### src/rtl/core/u8s_pkg.sv
`timescale 1ns / 1ps
`default_nettype none
// ----------------------------------------------------------------------------
// u8s_pkg
// Shared types, constants and byte-class functions for the UTF-8 sanitizer.
// ----------------------------------------------------------------------------
package u8s_pkg;

  localparam int unsigned MAX_RESULTS = 6;
  localparam int unsigned RES_IDX_W   = $clog2(MAX_RESULTS);
  localparam int unsigned RES_CNT_W   = $clog2(MAX_RESULTS + 1);
  localparam int unsigned HELD_DEPTH  = 3;

  localparam logic [7:0] ASCII_MAX  = 8'h7f;
  localparam logic [7:0] LEAD2_MIN  = 8'hc2;
  localparam logic [7:0] LEAD2_MAX  = 8'hdf;
  localparam logic [7:0] LEAD3_MIN  = 8'he0;
  localparam logic [7:0] LEAD3_MAX  = 8'hef;
  localparam logic [7:0] LEAD4_MIN  = 8'hf0;
  localparam logic [7:0] LEAD4_MAX  = 8'hf4;
  localparam logic [7:0] LEAD_E0    = 8'he0;
  localparam logic [7:0] LEAD_ED    = 8'hed;
  localparam logic [7:0] LEAD_F0    = 8'hf0;
  localparam logic [7:0] LEAD_F4    = 8'hf4;
  localparam logic [7:0] CONT_MIN   = 8'h80;
  localparam logic [7:0] CONT_MAX   = 8'hbf;
  localparam logic [7:0] CONT_E0_LO = 8'ha0;
  localparam logic [7:0] CONT_ED_HI = 8'h9f;
  localparam logic [7:0] CONT_F0_LO = 8'h90;
  localparam logic [7:0] CONT_F4_HI = 8'h8f;

  localparam logic CMD_DATA  = 1'b0;
  localparam logic CMD_FLUSH = 1'b1;

  // Replacement character U+FFFD as UTF-8.
  localparam logic [7:0] REPL_SEQ [3] = '{8'hef, 8'hbf, 8'hbd};

  // Sequence length implied by a lead byte: 1 for ASCII, 0 for an invalid lead.
  localparam logic [2:0] LEN_BAD   = 3'd0;
  localparam logic [2:0] LEN_ASCII = 3'd1;

  typedef struct packed {
    logic [MAX_RESULTS-1:0][7:0] bytes;
    logic [MAX_RESULTS-1:0]      rep;
    logic [RES_CNT_W-1:0]        cnt;
  } u8s_burst_t;

  function automatic logic [2:0] lead_len(input logic [7:0] b);
    logic [2:0] len;
    len = LEN_BAD;
    if (b <= ASCII_MAX) begin
      len = LEN_ASCII;
    end else if (b >= LEAD2_MIN && b <= LEAD2_MAX) begin
      len = 3'd2;
    end else if (b >= LEAD3_MIN && b <= LEAD3_MAX) begin
      len = 3'd3;
    end else if (b >= LEAD4_MIN && b <= LEAD4_MAX) begin
      len = 3'd4;
    end
    return len;
  endfunction

  // Continuation check; the range narrows on the second byte after some leads.
  function automatic logic cont_ok(input logic [7:0] lead, input logic second,
                                   input logic [7:0] b);
    logic [7:0] lo;
    logic [7:0] hi;
    lo = CONT_MIN;
    hi = CONT_MAX;
    if (second) begin
      if (lead == LEAD_E0) begin
        lo = CONT_E0_LO;
      end else if (lead == LEAD_ED) begin
        hi = CONT_ED_HI;
      end else if (lead == LEAD_F0) begin
        lo = CONT_F0_LO;
      end else if (lead == LEAD_F4) begin
        hi = CONT_F4_HI;
      end
    end
    return (b >= lo) && (b <= hi);
  endfunction

endpackage
`default_nettype wire

### src/rtl/core/u8s_if.sv
`timescale 1ns / 1ps
`default_nettype none
// ----------------------------------------------------------------------------
// u8s_if
// Valid/ready channels of the sanitizer: raw byte input and result output.
// ----------------------------------------------------------------------------
interface u8s_in_if;
  logic       valid;
  logic       ready;
  logic       cmd;
  logic [7:0] in_byte;

  modport source (output valid, output cmd, output in_byte, input ready);
  modport sink   (input valid, input cmd, input in_byte, output ready);
endinterface

interface u8s_out_if;
  logic       valid;
  logic       ready;
  logic [7:0] out_byte;
  logic       is_replacement;
  logic       last_of_run;

  modport source (output valid, output out_byte, output is_replacement,
                  output last_of_run, input ready);
  modport sink   (input valid, input out_byte, input is_replacement,
                  input last_of_run, output ready);
endinterface
`default_nettype wire

### src/rtl/core/u8s_decode.sv
`timescale 1ns / 1ps
`default_nettype none
// ----------------------------------------------------------------------------
// u8s_decode
// Sequence state and the per-item decode into a burst of result bytes.
// ----------------------------------------------------------------------------
module u8s_decode
  import u8s_pkg::*;
(
  input  wire logic       clk,
  input  wire logic       rst,
  input  wire logic       fire,
  input  wire logic       cmd,
  input  wire logic [7:0] in_byte,
  output u8s_burst_t      burst
);

  logic [7:0] held       [HELD_DEPTH];
  logic [7:0] held_next  [HELD_DEPTH];
  logic [1:0] hc;
  logic [1:0] hc_next;
  logic [2:0] exp_len;
  logic [2:0] exp_len_next;

  logic       pre_r;
  logic       do_lead;
  logic       complete;
  logic [2:0] len;
  logic [2:0] base;

  always_comb begin
    held_next    = held;
    hc_next      = hc;
    exp_len_next = exp_len;
    pre_r        = 1'b0;
    do_lead      = 1'b0;
    complete     = 1'b0;
    burst        = '0;
    len          = lead_len(in_byte);

    if (cmd == CMD_FLUSH) begin
      if (hc != 2'd0) begin
        pre_r = 1'b1;
      end
    end else if (hc == 2'd0) begin
      do_lead = 1'b1;
    end else if (!cont_ok(held[0], hc == 2'd1, in_byte)) begin
      pre_r   = 1'b1;
      do_lead = 1'b1;
    end else if (({1'b0, hc} + 3'd1) >= exp_len) begin
      complete = 1'b1;
    end else begin
      held_next[hc] = in_byte;
      hc_next       = hc + 2'd1;
    end

    // Drop the held subpart on any replacement or completion.
    if (pre_r || complete) begin
      for (int i = 0; i < HELD_DEPTH; i++) begin
        held_next[i] = '0;
      end
      hc_next      = '0;
      exp_len_next = '0;
    end

    base = pre_r ? 3'd3 : 3'd0;

    if (pre_r) begin
      for (int j = 0; j < 3; j++) begin
        burst.bytes[j] = REPL_SEQ[j];
        burst.rep[j]   = 1'b1;
      end
      burst.cnt = 3'd3;
    end

    if (complete) begin
      for (int i = 0; i < HELD_DEPTH; i++) begin
        if (i < int'(hc)) begin
          burst.bytes[i] = held[i];
        end
      end
      burst.bytes[{1'b0, hc}] = in_byte;
      burst.cnt               = {1'b0, hc} + 3'd1;
    end

    if (do_lead) begin
      if (len == LEN_ASCII) begin
        burst.bytes[base] = in_byte;
        burst.cnt         = base + 3'd1;
      end else if (len == LEN_BAD) begin
        for (int j = 0; j < 3; j++) begin
          burst.bytes[base + 3'(j)] = REPL_SEQ[j];
          burst.rep[base + 3'(j)]   = 1'b1;
        end
        burst.cnt = base + 3'd3;
      end else begin
        held_next[0] = in_byte;
        hc_next      = 2'd1;
        exp_len_next = len;
      end
    end
  end

  always_ff @(posedge clk) begin
    if (rst) begin
      for (int i = 0; i < HELD_DEPTH; i++) begin
        held[i] <= '0;
      end
      hc      <= '0;
      exp_len <= '0;
    end else if (fire) begin
      held    <= held_next;
      hc      <= hc_next;
      exp_len <= exp_len_next;
    end
  end

endmodule
`default_nettype wire

### src/rtl/core/u8s_burst.sv
`timescale 1ns / 1ps
`default_nettype none
// ----------------------------------------------------------------------------
// u8s_burst
// Result register: holds one item's burst and hands it out a byte a cycle while out_ready is high.
// ----------------------------------------------------------------------------
module u8s_burst
  import u8s_pkg::*;
(
  input  wire logic        clk,
  input  wire logic        rst,
  input  wire logic        load,
  input  wire u8s_burst_t  burst,
  input  wire logic        out_ready,
  output logic             out_valid,
  output logic [7:0]       out_byte,
  output logic             out_rep,
  output logic             out_last,
  output logic             can_load
);

  logic [MAX_RESULTS-1:0][7:0] bytes;
  logic [MAX_RESULTS-1:0]      rep;
  logic [RES_CNT_W-1:0]        cnt;
  logic [RES_IDX_W-1:0]        idx;

  assign out_valid = (cnt != '0);
  assign out_byte  = bytes[idx];
  assign out_rep   = rep[idx];
  assign out_last  = (idx == (cnt - 3'd1));
  assign can_load  = !out_valid || (out_ready && out_last);

  always_ff @(posedge clk) begin
    if (rst) begin
      cnt <= '0;
      idx <= '0;
    end else if (load) begin
      cnt <= burst.cnt;
      idx <= '0;
    end else if (out_valid && out_ready) begin
      if (out_last) begin
        cnt <= '0;
        idx <= '0;
      end else begin
        idx <= idx + 3'd1;
      end
    end
  end

  always_ff @(posedge clk) begin
    if (load) begin
      bytes <= burst.bytes;
      rep   <= burst.rep;
    end
  end

endmodule
`default_nettype wire

### src/rtl/core/utf8_stream_sanitizer.sv
`timescale 1ns / 1ps
`default_nettype none
// ----------------------------------------------------------------------------
// utf8_stream_sanitizer
// Turns an arbitrary byte stream into well-formed UTF-8.
// ----------------------------------------------------------------------------
// Each input item is a data byte or a flush. ASCII bytes go straight out;
// multi-byte sequences are held until their last byte arrives and then leave
// together. A bad lead or an out-of-range continuation gives EF BF BD, drops
// the held subpart, and the offending byte starts over as a lead. A flush with
// bytes held gives one replacement. One item causes 0 to 6 result bytes, and
// last_of_run marks the final byte of each item's run. An item is decoded in
// the cycle it is accepted and its bytes leave the result register one per
// cycle while out_ch.ready is high: ASCII text runs at one item per cycle when
// the receiver does not stall, while an item that causes more than one byte
// holds input off; the next item is taken in the cycle its last byte is taken.
// ----------------------------------------------------------------------------
module utf8_stream_sanitizer
  import u8s_pkg::*;
(
  input  wire logic clk,
  input  wire logic rst,
  u8s_in_if.sink    in_ch,
  u8s_out_if.source out_ch
);

  u8s_burst_t burst;
  logic       can_load;
  logic       fire;

  // Take a new item whenever the result register is empty or drains now.
  assign in_ch.ready = can_load;
  assign fire        = in_ch.valid && can_load;

  u8s_decode u_decode (
    .clk     (clk),
    .rst     (rst),
    .fire    (fire),
    .cmd     (in_ch.cmd),
    .in_byte (in_ch.in_byte),
    .burst   (burst)
  );

  // Items that cause no result load an empty burst and leave no trace.
  u8s_burst u_burst (
    .clk       (clk),
    .rst       (rst),
    .load      (fire),
    .burst     (burst),
    .out_ready (out_ch.ready),
    .out_valid (out_ch.valid),
    .out_byte  (out_ch.out_byte),
    .out_rep   (out_ch.is_replacement),
    .out_last  (out_ch.last_of_run),
    .can_load  (can_load)
  );

endmodule
`default_nettype wire

### src/flat_wrapper.sv
// flat-port wrapper written by rule: the top's interface ports become plain ports
module utf8_stream_sanitizer_flat import u8s_pkg::*;
  (clk, rst, in_ch_valid, in_ch_cmd, in_ch_in_byte, in_ch_ready, out_ch_valid, out_ch_out_byte, out_ch_is_replacement, out_ch_last_of_run, out_ch_ready);
  u8s_in_if in_ch_i ();
  u8s_out_if out_ch_i ();
  input  wire logic clk;
  input  wire logic rst;
  input wire logic [$bits(in_ch_i.valid)-1:0] in_ch_valid;
  input wire logic [$bits(in_ch_i.cmd)-1:0] in_ch_cmd;
  input wire logic [$bits(in_ch_i.in_byte)-1:0] in_ch_in_byte;
  output wire logic [$bits(in_ch_i.ready)-1:0] in_ch_ready;
  output wire logic [$bits(out_ch_i.valid)-1:0] out_ch_valid;
  output wire logic [$bits(out_ch_i.out_byte)-1:0] out_ch_out_byte;
  output wire logic [$bits(out_ch_i.is_replacement)-1:0] out_ch_is_replacement;
  output wire logic [$bits(out_ch_i.last_of_run)-1:0] out_ch_last_of_run;
  input wire logic [$bits(out_ch_i.ready)-1:0] out_ch_ready;
  assign in_ch_i.valid = in_ch_valid;
  assign in_ch_i.cmd = in_ch_cmd;
  assign in_ch_i.in_byte = in_ch_in_byte;
  assign in_ch_ready = in_ch_i.ready;
  assign out_ch_valid = out_ch_i.valid;
  assign out_ch_out_byte = out_ch_i.out_byte;
  assign out_ch_is_replacement = out_ch_i.is_replacement;
  assign out_ch_last_of_run = out_ch_i.last_of_run;
  assign out_ch_i.ready = out_ch_ready;
  utf8_stream_sanitizer u_core (.clk(clk), .rst(rst), .in_ch(in_ch_i), .out_ch(out_ch_i));
endmodule
### config.mk
export PLATFORM = sky130hd
export DESIGN_NAME = utf8_stream_sanitizer_flat
export DESIGN_NICKNAME = d
export VERILOG_FILES = /design/src/rtl/core/u8s_pkg.sv /design/src/rtl/core/u8s_if.sv /design/src/rtl/core/u8s_decode.sv /design/src/rtl/core/u8s_burst.sv /design/src/rtl/core/utf8_stream_sanitizer.sv /design/src/flat_wrapper.sv
export SDC_FILE = /design/constraint.sdc
export NUM_CORES = 1
export LEC_CHECK = 0
export BUFFER_PORTS_ARGS = -buffer_cell sky130_fd_sc_hd__clkbuf_2
export CAP_MARGIN = 20
export CORE_ASPECT_RATIO = 0.5
export CORE_MARGIN = 5
export CORE_UTILIZATION = 55
export CTS_CLUSTER_SIZE = 28
export DETAILED_ROUTE_END_ITERATION = 12
export MAX_ROUTING_LAYER = met4
export PLACE_DENSITY_LB_ADDON = 0.15
export RECOVER_POWER = 50
export SYNTH_ARGS = -nofsm -noshare
export SYNTH_HDL_FRONTEND = slang
export SYNTH_SLANG_ARGS = --single-unit
### constraint.sdc
create_clock -name clk -period 8.75 [get_ports clk]
set_input_delay 0.875 -clock clk [delete_from_list [all_inputs] [get_ports clk]]
set_output_delay 0.875 -clock clk [all_outputs]
set_load 0.005 [all_outputs]
Yosys cells after proc, flatten, opt, wreduce, memory -nomap -nowiden
Index checks and enable logic that the tools add are counted.
- register bits after elaboration: 89
- bits of input ports: 13
- output and inout bits: 12
- logic and storage cells: 187
- add/sub/neg operators: 7
- magnitude comparators: 24
- equality and inequality tests: 10
- muxes and demuxes: 90
- bitwise logic cells: 15
- reductions and logical operators: 26
- operators with widths (cell ; number):
    8-bit two-way mux ; 19
    24-bit two-way mux ; 6
    57-bit two-way mux ; 2
    48-bit bitwise mux ; 2
    48-bit two-way mux ; 2
    42-bit OR ; 2
    8-bit demux with 3-bit select ; 3
    6-bit two-way mux ; 9
    3-bit two-way mux ; 14
    36-bit OR ; 1
    8-bit demux with 2-bit select ; 2
    8-bit == test, second input constant ; 4
    8-bit binary-select mux with 3-bit select ; 1
    24-bit bitwise mux ; 1
    8-bit greater-or-equal comparator, second input constant ; 3
    8-bit less-or-equal comparator, second input constant ; 3
    2-bit two-way mux ; 9
    1-bit two-way mux ; 14
    12-bit bitwise AND ; 1
    6-bit bitwise AND ; 2
    1-bit logical AND ; 12
    3-bit by 4-bit less-than comparator with 1-bit output, second input constant ; 3
    12-bit inverter ; 1
    6-bit inverter ; 2
    37 further kinds ; 54

Depth between registers and ports, before layout
Gate-level depths: netlist of run 1.
- depth in word-level cells: 26
- mapped depth: 15
- depth with buffers taken out: 11

Hierarchy
Synthesis of run 1 repeated with hierarchy kept, for this count alone.
- cells, all modules: 431
- area total of the unflattened synthesis: 4605.7 um2
- modules (own cells, without submodules) (module ; times used ; cells each ; area an instance (um2) ; sequential area each (um2)):
    u8s_burst ; 1 ; 133 ; 2372.3 ; 1741.7
    u8s_decode ; 1 ; 297 ; 2227.1 ; 580.6
    utf8_stream_sanitizer ; 1 ; 1 ; 6.3 ; 0.0

Worst setup path before layout of run 1
OpenSTA, ideal clock, no wires.
- path kind: reg-to-reg
- start: register u_core.u_decode.hc[1]
- end: register u_core.u_burst.bytes[11] (netlist name), data pin
- library setup time: 0.270 ns
- arrival: 3.150 ns
- required time: 8.480 ns
- setup slack: 5.330 ns
- stages on the path, launching flop included: 16
- buffers on the path: 4
- period minus slack after synthesis: 3.420 ns
- cells stage by stage: dfxtp_1 clkbuf_1 inv_1 ha_1 clkbuf_1 nand4_1 nor3_1 nand2_1 ha_1 and4bb_1 a221oi_4 or3_1 buf_6 o21ai_1 buf_1 o21ai_0
- RTL lines (item ; line ; RTL):
    start, declared ; u8s_decode.sv:20 ; logic [1:0] hc;
    start signal, assigned ; u8s_decode.sv:113 ; hc <= hc_next;
    end signal, assigned ; u8s_burst.sv:52 ; bytes <= burst.bytes;
    end, declared ; u8s_burst.sv:22 ; logic [MAX_RESULTS-1:0][7:0] bytes;

==> flow_summary.yaml, run 1 <==
floorplan:
  die_h_um: 70.06
  die_width_um: 130.1
  die_area_mm2: 0.009115
  io_pins: 25
  core_mm2: 0.006832
  initial_utilization_pct: 58.08
  rows: 21
worst_setup_path:
  cp-end-kind: "flop"
  crit_arrival_ps: 4370
  slowest_stage: "a32oi_1"
  cp-start-kind: "flop"
  worstSetupPathType: "flop to flop"
  path_common_cell: "ha_1"
  crit_buf_inv: 2
  path_cells: "inv_1, ha_1, nand4_1, nor3_1, nand2_1, ha_1, and4bb_1, a221oi_1, nor4_1, clkbuf_1, a32oi_1, o21ai_1"
  critPathMaxFanout: 20
  critPathTopFamily: "compound AO/OA/AOI/OAI gates"
  cpPeakStageDelay_ps: 640
  required_ps: 8810
route:
  routed-via-count: 3232
  wl_per_cell_um: 20.96
  drtAntennaViolNets: 0
  via_per_inst: 6.288
  drt_iter0_drc: 361
  totalWireLength_mm: 10.77
  first_pass_iters: 5
  drc: 0
clock_network:
  ctsHoldBuffers: 0
  clock-sinks: 70
  clockBufferDepth: 2
  cts_tree: "yes"
  htreeDepth: 3
  path_clk_slew_ps: 60
  cts_buffers: 9
  postCtsResizedCells: 0
  clock-root-buffer: "clkbuf_16"
  insertion_delay_ps: 340
  post_cts_buffers: 0
sta:
  slew_headroom_pct: -17.42
  worstMarginPinSlew_ps: 1761
  fmax_mhz: 231.8
  rsz0062_at_grt: "no"
  fin_crit_sh_pct: 49.31
  finClkSkew_ps: 6.294
  finalCriticalPeriod_ps: 4315
  final-hold-violation-count: 0
  drv_slew: 36
  finalSetupTns_ps: 0
  finalSetupViolCount: 0
status:
  status: "finished with violations"
  violations: "capacitance limit, slew limit"
synth:
  yosysMostFrequentCell: "nand2_1"
  ys_seq_area_share_pct: 44.15
  netlist_area_mm2: 0.003968
  synth_top_area_share_pct: 26.49
  ys_warn_count: 0
  synth_fp_nets: 435
  synth_common_cells: "41 x nand2_1, 35 x dfxtp_1, 35 x edfxtp_1, 30 x a21oi_1, 27 x inv_1"
  synthTopCellsByArea: "edfxtp_1 26%, dfxtp_1 18%, mux4_2 4.5%"
  ys_ff_latch: 70
  synth_edf_count: 35
  ys_async_sr_fraction_pct: 0
  synth.avg_cell_area_um2: 9.724
  ys_types: 58
  synth_flop_cell: "edfxtp_1"
  syn_inst: 408
  synth_top_cell_by_area: "edfxtp_1"
global_route:
  antenna_found_initial: 0
  overflow: 0
  grt_usage_pct: 26.25
  grt_pass1_vias: 3012
  grt_pass1_wl_mm: 17.50
  grt_start_max_net_pins: 36
final_layout:
  area_delta_synth_final_pct: 9.871
  drive_gt1_share_pct: 13.51
  fin_cells: 514
  n_fill_cell: 575
  diodes: 0
  nets: 444
  multi_input_area_mm2: 0.001922
  seq_area_mm2: 0.001752
power_and_ir_drop:
  p_sw_w: 0.0002104
  p_int_w: 0.0006481
  p_leak_nw: 1.718
  power_density_mw_per_mm2: 196.9
  pwr-share-clk_pct: 45.7
  pwr-share-comb_pct: 10.6
  switching_share_pct: 24.51
  p_seq_share_pct: 43.7
  worst_ir_drop_vdd_mv: 0.1317
placed_design:
  dp_cells: 497
  port_buffers: 24
  globalplace.congestion: 0.9585
  hpwl_mm: 7.918
min_path:
  hold_class: "flop to flop"
flow_run:
  cap_violations: 1
==> layout by cell type, fill, tap and decap left out, types with 4 or more instances in the layout <==
| master | Yosys | layout |
|---|---|---|
| a21oi_1 | 30 | 30 |
| a22o_1 | 5 | 5 |
| a31oi_1 | 5 | 5 |
| a32o_1 | 4 | 4 |
| and2_1 | 4 | 4 |
| and3_1 | 13 | 13 |
| clkbuf_1 | 18 | 7 |
| clkbuf_16 | 0 | 9 |
| clkbuf_2 | 0 | 19 |
| dfxtp_1 | 35 | 35 |
| edfxtp_1 | 35 | 35 |
| ha_1 | 14 | 14 |
| inv_1 | 27 | 27 |
| mux2i_1 | 8 | 8 |
| mux4_2 | 8 | 8 |
| nand2_1 | 41 | 41 |
| nand3_1 | 13 | 13 |
| nor2_1 | 23 | 23 |
| nor2b_1 | 5 | 5 |
| nor4_1 | 4 | 5 |
| o211ai_1 | 4 | 4 |
| o21ai_0 | 26 | 26 |
| o21ai_1 | 8 | 8 |
| o22ai_1 | 7 | 7 |
| o2bb2ai_1 | 5 | 5 |
==> metrics by stage <==
stage | utilization (%) | hold slack [ps] | power [W] | area (µm²) | worst slack [ps]
floorplan | - | 424.0 | 0.0004416 | 3968 | 5330
global placement | 59.65 | 436.5 | 0.0004694 | 4075 | 4858
detailed placement | 59.65 | 450.4 | 0.0004731 | 4075 | 4636
CTS | 64.36 | 458.4 | 0.0008623 | 4397 | 4619
global route | 63.81 | 480.2 | 0.0008895 | 4359 | 4072
finish | 63.81 | 460.5 | 0.0008585 | 4359 | 4435
==> power by group through the flow <==
stage	Combinational (W)	Sequential, W	Clock [W]
floorplan	0.0000645	0.000377	0
finish	0.0000908	0.000375	0.000392
CTS	0.0000917	0.000375	0.000396
global placement	0.0000885	0.000381	0
global route	0.0000994	0.000377	0.000413
detailed placement	0.0000912	0.000382	0
==> worst paths after layout <==
check | from | to | slack [ps] | depth (start not counted)
setup / recovery | u_core.u_decode.hc[1] | u_core.u_burst.bytes[26] | 4440 | 12
setup reg to reg | u_core.u_decode.hc[1] | u_core.u_burst.bytes[26] | 4440 | 12
hold reg to reg | u_core.u_decode.held[7] | u_core.u_decode.held[7] | 460 | 2
hold / removal | u_core.u_decode.held[7] | u_core.u_decode.held[7] | 460 | 2
==> worst register-to-register path: cells and delay by family, from the launching register on <==
kind,cells,cell delay (ps)
buf+inv,2,430
flops,1,400
simple gates,5,990
compound gates,3,1320
fa+ha+maj,2,890
==> layer usage <==
layer | track usage, % | part of all wire [%] | up-vias | wire length, µm
met5 | - | 0 | - | 0
met4 | 6.567 | 0.90 | 0 | 97
met3 | 8.225 | 8.8 | 8 | 944
met2 | 32.07 | 39 | 129 | 4248
met1 | 40.97 | 51 | 1571 | 5483
li1 | - | - | 1524 | -
==> layout make-up <==
| class | count | area share (%) |
|---|---|---|
| timing repair buffer | 28 | 3.129 |
| clock buffer | 9 | 5.166 |
| inverter | 30 | 2.583 |
| tap | 92 | 2.641 |
| sequential | 70 | 40.18 |
| multi-input combinational | 278 | 44.09 |
| clock inverter | 7 | 2.210 |
==> cell families (layout without fill, tap and decap cells) <==
family	after synthesis	after routing	share of synthesized area [%]
AND/OR/NAND/NOR	128	128	16.68
multiplexers	17	17	6.843
AO/OA/AOI/OAI	116	116	20.28
XOR/XNOR	3	3	1.009
flip-flops	70	70	44.15
buffers and inverters	60	74	6.622
adder cells (fa/ha/maj)	14	14	4.415
==> registers in the layout, summed over array words and instances, names as in the netlist <==
| signal | count |
|---|---|
| u_core.u_burst.idx | 3 |
| u_core.u_burst.rep | 2 |
| u_core.u_decode.held | 24 |
| u_core.u_burst.bytes | 33 |
| u_core.u_burst.cnt | 3 |
| u_core.u_decode.hc | 2 |
| u_core.u_decode.exp_len | 3 |
(Power assumes the default switching activity.)
==> inputs of run 2 (changes only) <==
==> constraint.sdc (replaced) <==
create_clock -name clk -period 3.6 [get_ports clk]
set_input_delay 0.36 -clock clk [delete_from_list [all_inputs] [get_ports clk]]
set_output_delay 0.36 -clock clk [all_outputs]
set_load 0.005 [all_outputs]
==> run 2 against run 1 <==
  * The flow now finishes without violations
  * Non-clock buffer count increased by 9
  * Clock-buffer cell count grew 3
  * Sequential power rose by 140%
  * Largest cell class unchanged
==> flow_summary.yaml, run 2 (synthesis results as in run 1) <==
route:
  drt_iter0_drc: 440
  wl_per_cell_um: 20.24
  first_pass_iters: 4
  drc: 0
  drtAntennaViolNets: 0
  routed-via-count: 3284
  totalWireLength_mm: 10.59
  via_per_inst: 6.279
global_route:
  grt_usage_pct: 25.54
  grt_start_max_net_pins: 37
  grt_pass1_vias: 3078
  grt_pass1_wl_mm: 17.22
  overflow: 0
  antenna_found_initial: 0
placed_design:
  dp_cells: 507
  globalplace.congestion: 0.9148
  hpwl_mm: 7.890
  port_buffers: 24
floorplan:
  die_area_mm2: 0.009115
  die_width_um: 130.1
  io_pins: 25
  core_mm2: 0.006832
  die_h_um: 70.06
  initial_utilization_pct: 58.08
  rows: 21
sta:
  finClkSkew_ps: 5.576
  rsz0062_at_grt: "no"
  final-hold-violation-count: 0
  finalSetupTns_ps: 0
  fmax_mhz: 302.1
  drv_slew: 0
  slew_headroom_pct: 37.00
  worstMarginPinSlew_ps: 944.9
  finalSetupViolCount: 0
  fin_crit_sh_pct: 91.95
  finalCriticalPeriod_ps: 3310
final_layout:
  largest_reg_flops: 33
  layout_commonest_cell: "nand2_1"
  nets: 453
  diodes: 0
  final_cell_mix: "41 x nand2_1, 35 x edfxtp_1, 35 x dfxtp_1"
  fin_cells: 523
  reg_top3: "u_core.u_burst.bytes x33, u_core.u_decode.held x24"
  top_register: "u_core.u_burst.bytes"
  drive_gt1_share_pct: 14.62
  area_delta_synth_final_pct: 11.70
worst_setup_path:
  path_cells: "inv_1, ha_1, nand4_1, nor3_1, nand2_1, ha_1, and4bb_1, a221oi_4, or3_1, buf_4, o31ai_4, mux2i_1"
  critPathTopFamily: "simple AND/OR/NAND/NOR gates"
  crit_buf_inv: 2
  path_common_cell: "ha_1"
  worstSetupPathType: "flop to flop"
  critPathMaxFanout: 11
  required_ps: 3860
  cp-start-kind: "flop"
  crit_arrival_ps: 3570
  cpPeakStageDelay_ps: 510
  cp-end-kind: "flop"
  slowest_stage: "or3_1"
clock_network:
  clock-sinks: 70
  clock-root-buffer: "clkbuf_16"
  cts_buffers: 9
  clockBufferDepth: 2
  insertion_delay_ps: 340
  path_clk_slew_ps: 50
  htreeDepth: 3
  cts_tree: "yes"
  post_cts_buffers: 0
power_and_ir_drop:
  p_leak_nw: 1.750
  power_w: 0.002065
  worst_ir_drop_vdd_mv: 0.1932
  power_density_mw_per_mm2: 465.8
flow_run:
  cap_violations: 0
min_path:
  hold_class: "input pin to flop"
status:
  status: "finished clean"
==> run 2: power breakdown <==
| group | switching, W | internal [W] | total (W) |
|---|---|---|---|
| clock network | 0.000318 | 0.000605 | 0.000924 |
| logic | 0.000151 | 0.0000809 | 0.000231 |
| registers | 0.0000181 | 0.000891 | 0.000909 |
| total | 0.000487 | 0.00158 | 0.00206 |
==> run 2: routing by layer <==
layer  GRT usage, %  wire length [µm]
met1          39.25              5166
met3          9.368              1050
met4          3.802                72
met2          32.18              4298
met5              -                 0
==> run 2: metrics by stage <==
step | util, % | hold WS [ps] | setup slack (ps) | instance area [µm²]
floorplan | - | 424.0 | 179.6 | 3968
global placement | 60.75 | 433.6 | 349.1 | 4150
detailed placement | 60.75 | 438.4 | 227.8 | 4150
CTS | 65.27 | 383.2 | 205.6 | 4459
global route | 64.87 | 422.7 | 58.61 | 4432
finish | 64.87 | 404.0 | 289.7 | 4432
==> run 2: timing repair <==
item | 4_1_cts | 5_1_grt
endpoints found under the setup margin | 0 | 5
hold endpoints to repair | 0 | 0
gates resized for setup | 0 | 1
hold buffers | 0 | 0
==> run 2: worst paths after layout <==
path,start,endpoint,slack (ps),depth (start not counted)
max,u_core.u_decode.hc[1],u_core.u_decode.held[11],290,12
min reg2reg,u_core.u_decode.held[7],u_core.u_decode.held[7],450,2
max reg2reg,u_core.u_decode.hc[1],u_core.u_decode.held[11],290,12
min,rst,u_core.u_decode.held[23],400,2
==> run 2: cell type report <==
cell class	instances	area [µm²]
Multi-Input combinational cell	278	1943
Clock inverter	4	72.57
Inverter	30	112.6
Sequential cell	70	1752
Tap cell	92	115.1
Timing Repair Buffer	37	200.2
Fill cell	555	2400
Clock buffer	12	236.5
==> run 2: worst register-to-register path, delay by kind of cell, from the launching register on <==
family,cells,cell delay (ps)
and+or+nand+nor,5,1190
AOI/OAI and AO/OA,2,540
adders and majority gates,2,510
DFF,1,400
buffers and inverters,2,350
muxes,1,250
==> inputs of run 3 (changes only) <==
--- a/config.mk
+++ b/config.mk
@@ -8,7 +8,7 @@
 export BUFFER_PORTS_ARGS = -buffer_cell sky130_fd_sc_hd__clkbuf_2
 export CAP_MARGIN = 20
 export CORE_ASPECT_RATIO = 0.5
-export CORE_MARGIN = 5
+export CORE_MARGIN = 3
 export CORE_UTILIZATION = 55
 export CTS_CLUSTER_SIZE = 28
 export DETAILED_ROUTE_END_ITERATION = 12
@@ -18,3 +18,4 @@
 export SYNTH_ARGS = -nofsm -noshare
 export SYNTH_HDL_FRONTEND = slang
 export SYNTH_SLANG_ARGS = --single-unit
+export TNS_END_PERCENT = 50
==> run 3 against run 2 <==
  * Maximum frequency decreased by 1.0%
  * Largest cell class unchanged
  * Worst setup slack got worse by 34 ps
  * Worst hold slack worse by 18 ps
  * Largest power group is now sequential cells
  * Register-to-register slack got worse by 30 ps
  * Sequential share of layout area grew 0.29 points
==> flow_summary.yaml, run 3 (synthesis results as in run 1) <==
status:
  status: "finished clean"
final_layout:
  reg_top3: "u_core.u_burst.bytes x33, u_core.u_decode.held x24"
  layout_commonest_cell: "nand2_1"
  drive_gt1_share_pct: 15.93
  final_cell_mix: "40 x nand2_1, 35 x edfxtp_1, 35 x dfxtp_1"
  largest_reg_flops: 33
  nets: 449
  top_register: "u_core.u_burst.bytes"
  area_delta_synth_final_pct: 10.88
  diodes: 0
floorplan:
  rows: 21
  die_h_um: 66.06
  die_width_um: 126.1
  io_pins: 25
  core_mm2: 0.006832
  initial_utilization_pct: 58.08
  die_area_mm2: 0.008331
clock_network:
  path_clk_slew_ps: 60
  cts_tree: "yes"
  htreeDepth: 3
  clock-sinks: 70
  insertion_delay_ps: 330
  clockBufferDepth: 2
  clock-root-buffer: "clkbuf_16"
  cts_buffers: 9
sta:
  slew_headroom_pct: 34.59
  hold-worst-slack_ps: 386.2
  worstMarginPinSlew_ps: 981.2
  fmax_mhz: 299.0
  rsz0062_at_grt: "no"
  fin_crit_sh_pct: 92.90
  finClkSkew_ps: 4.227
  finalSetupViolCount: 0
  finalSetupTns_ps: 0
  final-hold-violation-count: 0
  finalCriticalPeriod_ps: 3344
  drv_slew: 0
global_route:
  grt_pass1_vias: 3089
  grt_usage_pct: 27.79
  antenna_found_initial: 0
  grt_pass1_wl_mm: 17.03
  grt_start_max_net_pins: 36
  overflow: 0
power_and_ir_drop:
  power_density_mw_per_mm2: 456.5
  worst_ir_drop_vdd_mv: 0.2242
  p_leak_nw: 1.740
  power_w: 0.002008
route:
  wl_per_cell_um: 20.49
  drt_iter0_drc: 509
  via_per_inst: 6.401
  totalWireLength_mm: 10.63
  drc: 0
  routed-via-count: 3322
  drtAntennaViolNets: 0
  first_pass_iters: 6
worst_setup_path:
  cp-start-kind: "flop"
  critPathMaxFanout: 11
  worstSetupPathType: "flop to flop"
  required_ps: 3660
  cp-end-kind: "flop"
  startpoint: "u_core.u_decode.hc[1]"
  crit_arrival_ps: 3400
  worstReg2RegStart: "u_core.u_decode.hc[1]"
placed_design:
  port_buffers: 24
  globalplace.congestion: 0.9307
  hpwl_mm: 7.822
min_path:
  hold_class: "input pin to flop"
  holdCritStartpoint: "rst"
flow_run:
  cap_violations: 0
## run 3: area by class of cell
class | instances | area [µm²]
inverter | 30 | 112.6
tap | 92 | 115.1
clock inverter | 5 | 60.06
timing repair buffer | 33 | 176.4
multi-input combinational | 278 | 1951
clock buffer | 11 | 232.7
fill | 595 | 2432
sequential | 70 | 1752
## run 3: stage by stage
stage                     instance area, µm²  worst slack [ps]  utilization [%]  instances
after floorplan                         3968             179.6                -        408
after detailed placement                4120             169.1            60.31        503
final                                   4399             255.6            64.40        519
after global placement                  4120             300.4            60.31        503
after CTS                               4413             140.1            64.60        519
after global routing                    4399             32.68            64.40        519
## run 3: path summary, 6_finish.rpt
kind,endpoint,slack [ps],cells after the start
worst max register to register,u_core.u_burst.bytes[26],260,12
worst max-delay path,u_core.u_burst.bytes[26],260,12
worst min register to register,u_core.u_decode.held[7],450,2
worst min-delay path,u_core.u_decode.held[23],390,2
## run 3: power by group
group | total, W | internal [W] | leakage [nW] | switching (W)
Sequential | 0.000909 | 0.000891 | 0.633 | 0.0000178
Combinational | 0.000231 | 0.0000813 | 0.967 | 0.000150
Clock | 0.000869 | 0.000537 | 0.140 | 0.000331
Total | 0.00201 | 0.00151 | 1.74 | 0.000499
## run 3: timing repair
item	CTS	global route
setup endpoints to repair	0	10
hold buffers	0	0
gates resized for setup	0	3
setup buffers	0	0
hold endpoints to repair	0	0
## run 3: critical path: stages (launching register included)
cell	delay [ps]
dfxtp_1	410
inv_1	140
ha_1	180
nand4_1	200
nor3_1	200
nand2_1	80
ha_1	320
and4bb_1	250
a221oi_4	350
nor4_1	150
buf_4	210
a32oi_1	470
o21ai_1	130
## run 3: layer usage
| layer | share of wire (%) | track usage, % | vias to the layer above | routed length, µm |
|---|---|---|---|---|
| li1 | - | - | 1528 | - |
| met1 | 49 | 42.49 | 1596 | 5177 |
| met2 | 40 | 37.37 | 177 | 4301 |
| met3 | 9.2 | 4.839 | 21 | 982 |
| met4 | 1.6 | 8.155 | 0 | 174 |
| met5 | 0 | - | - | 0 |
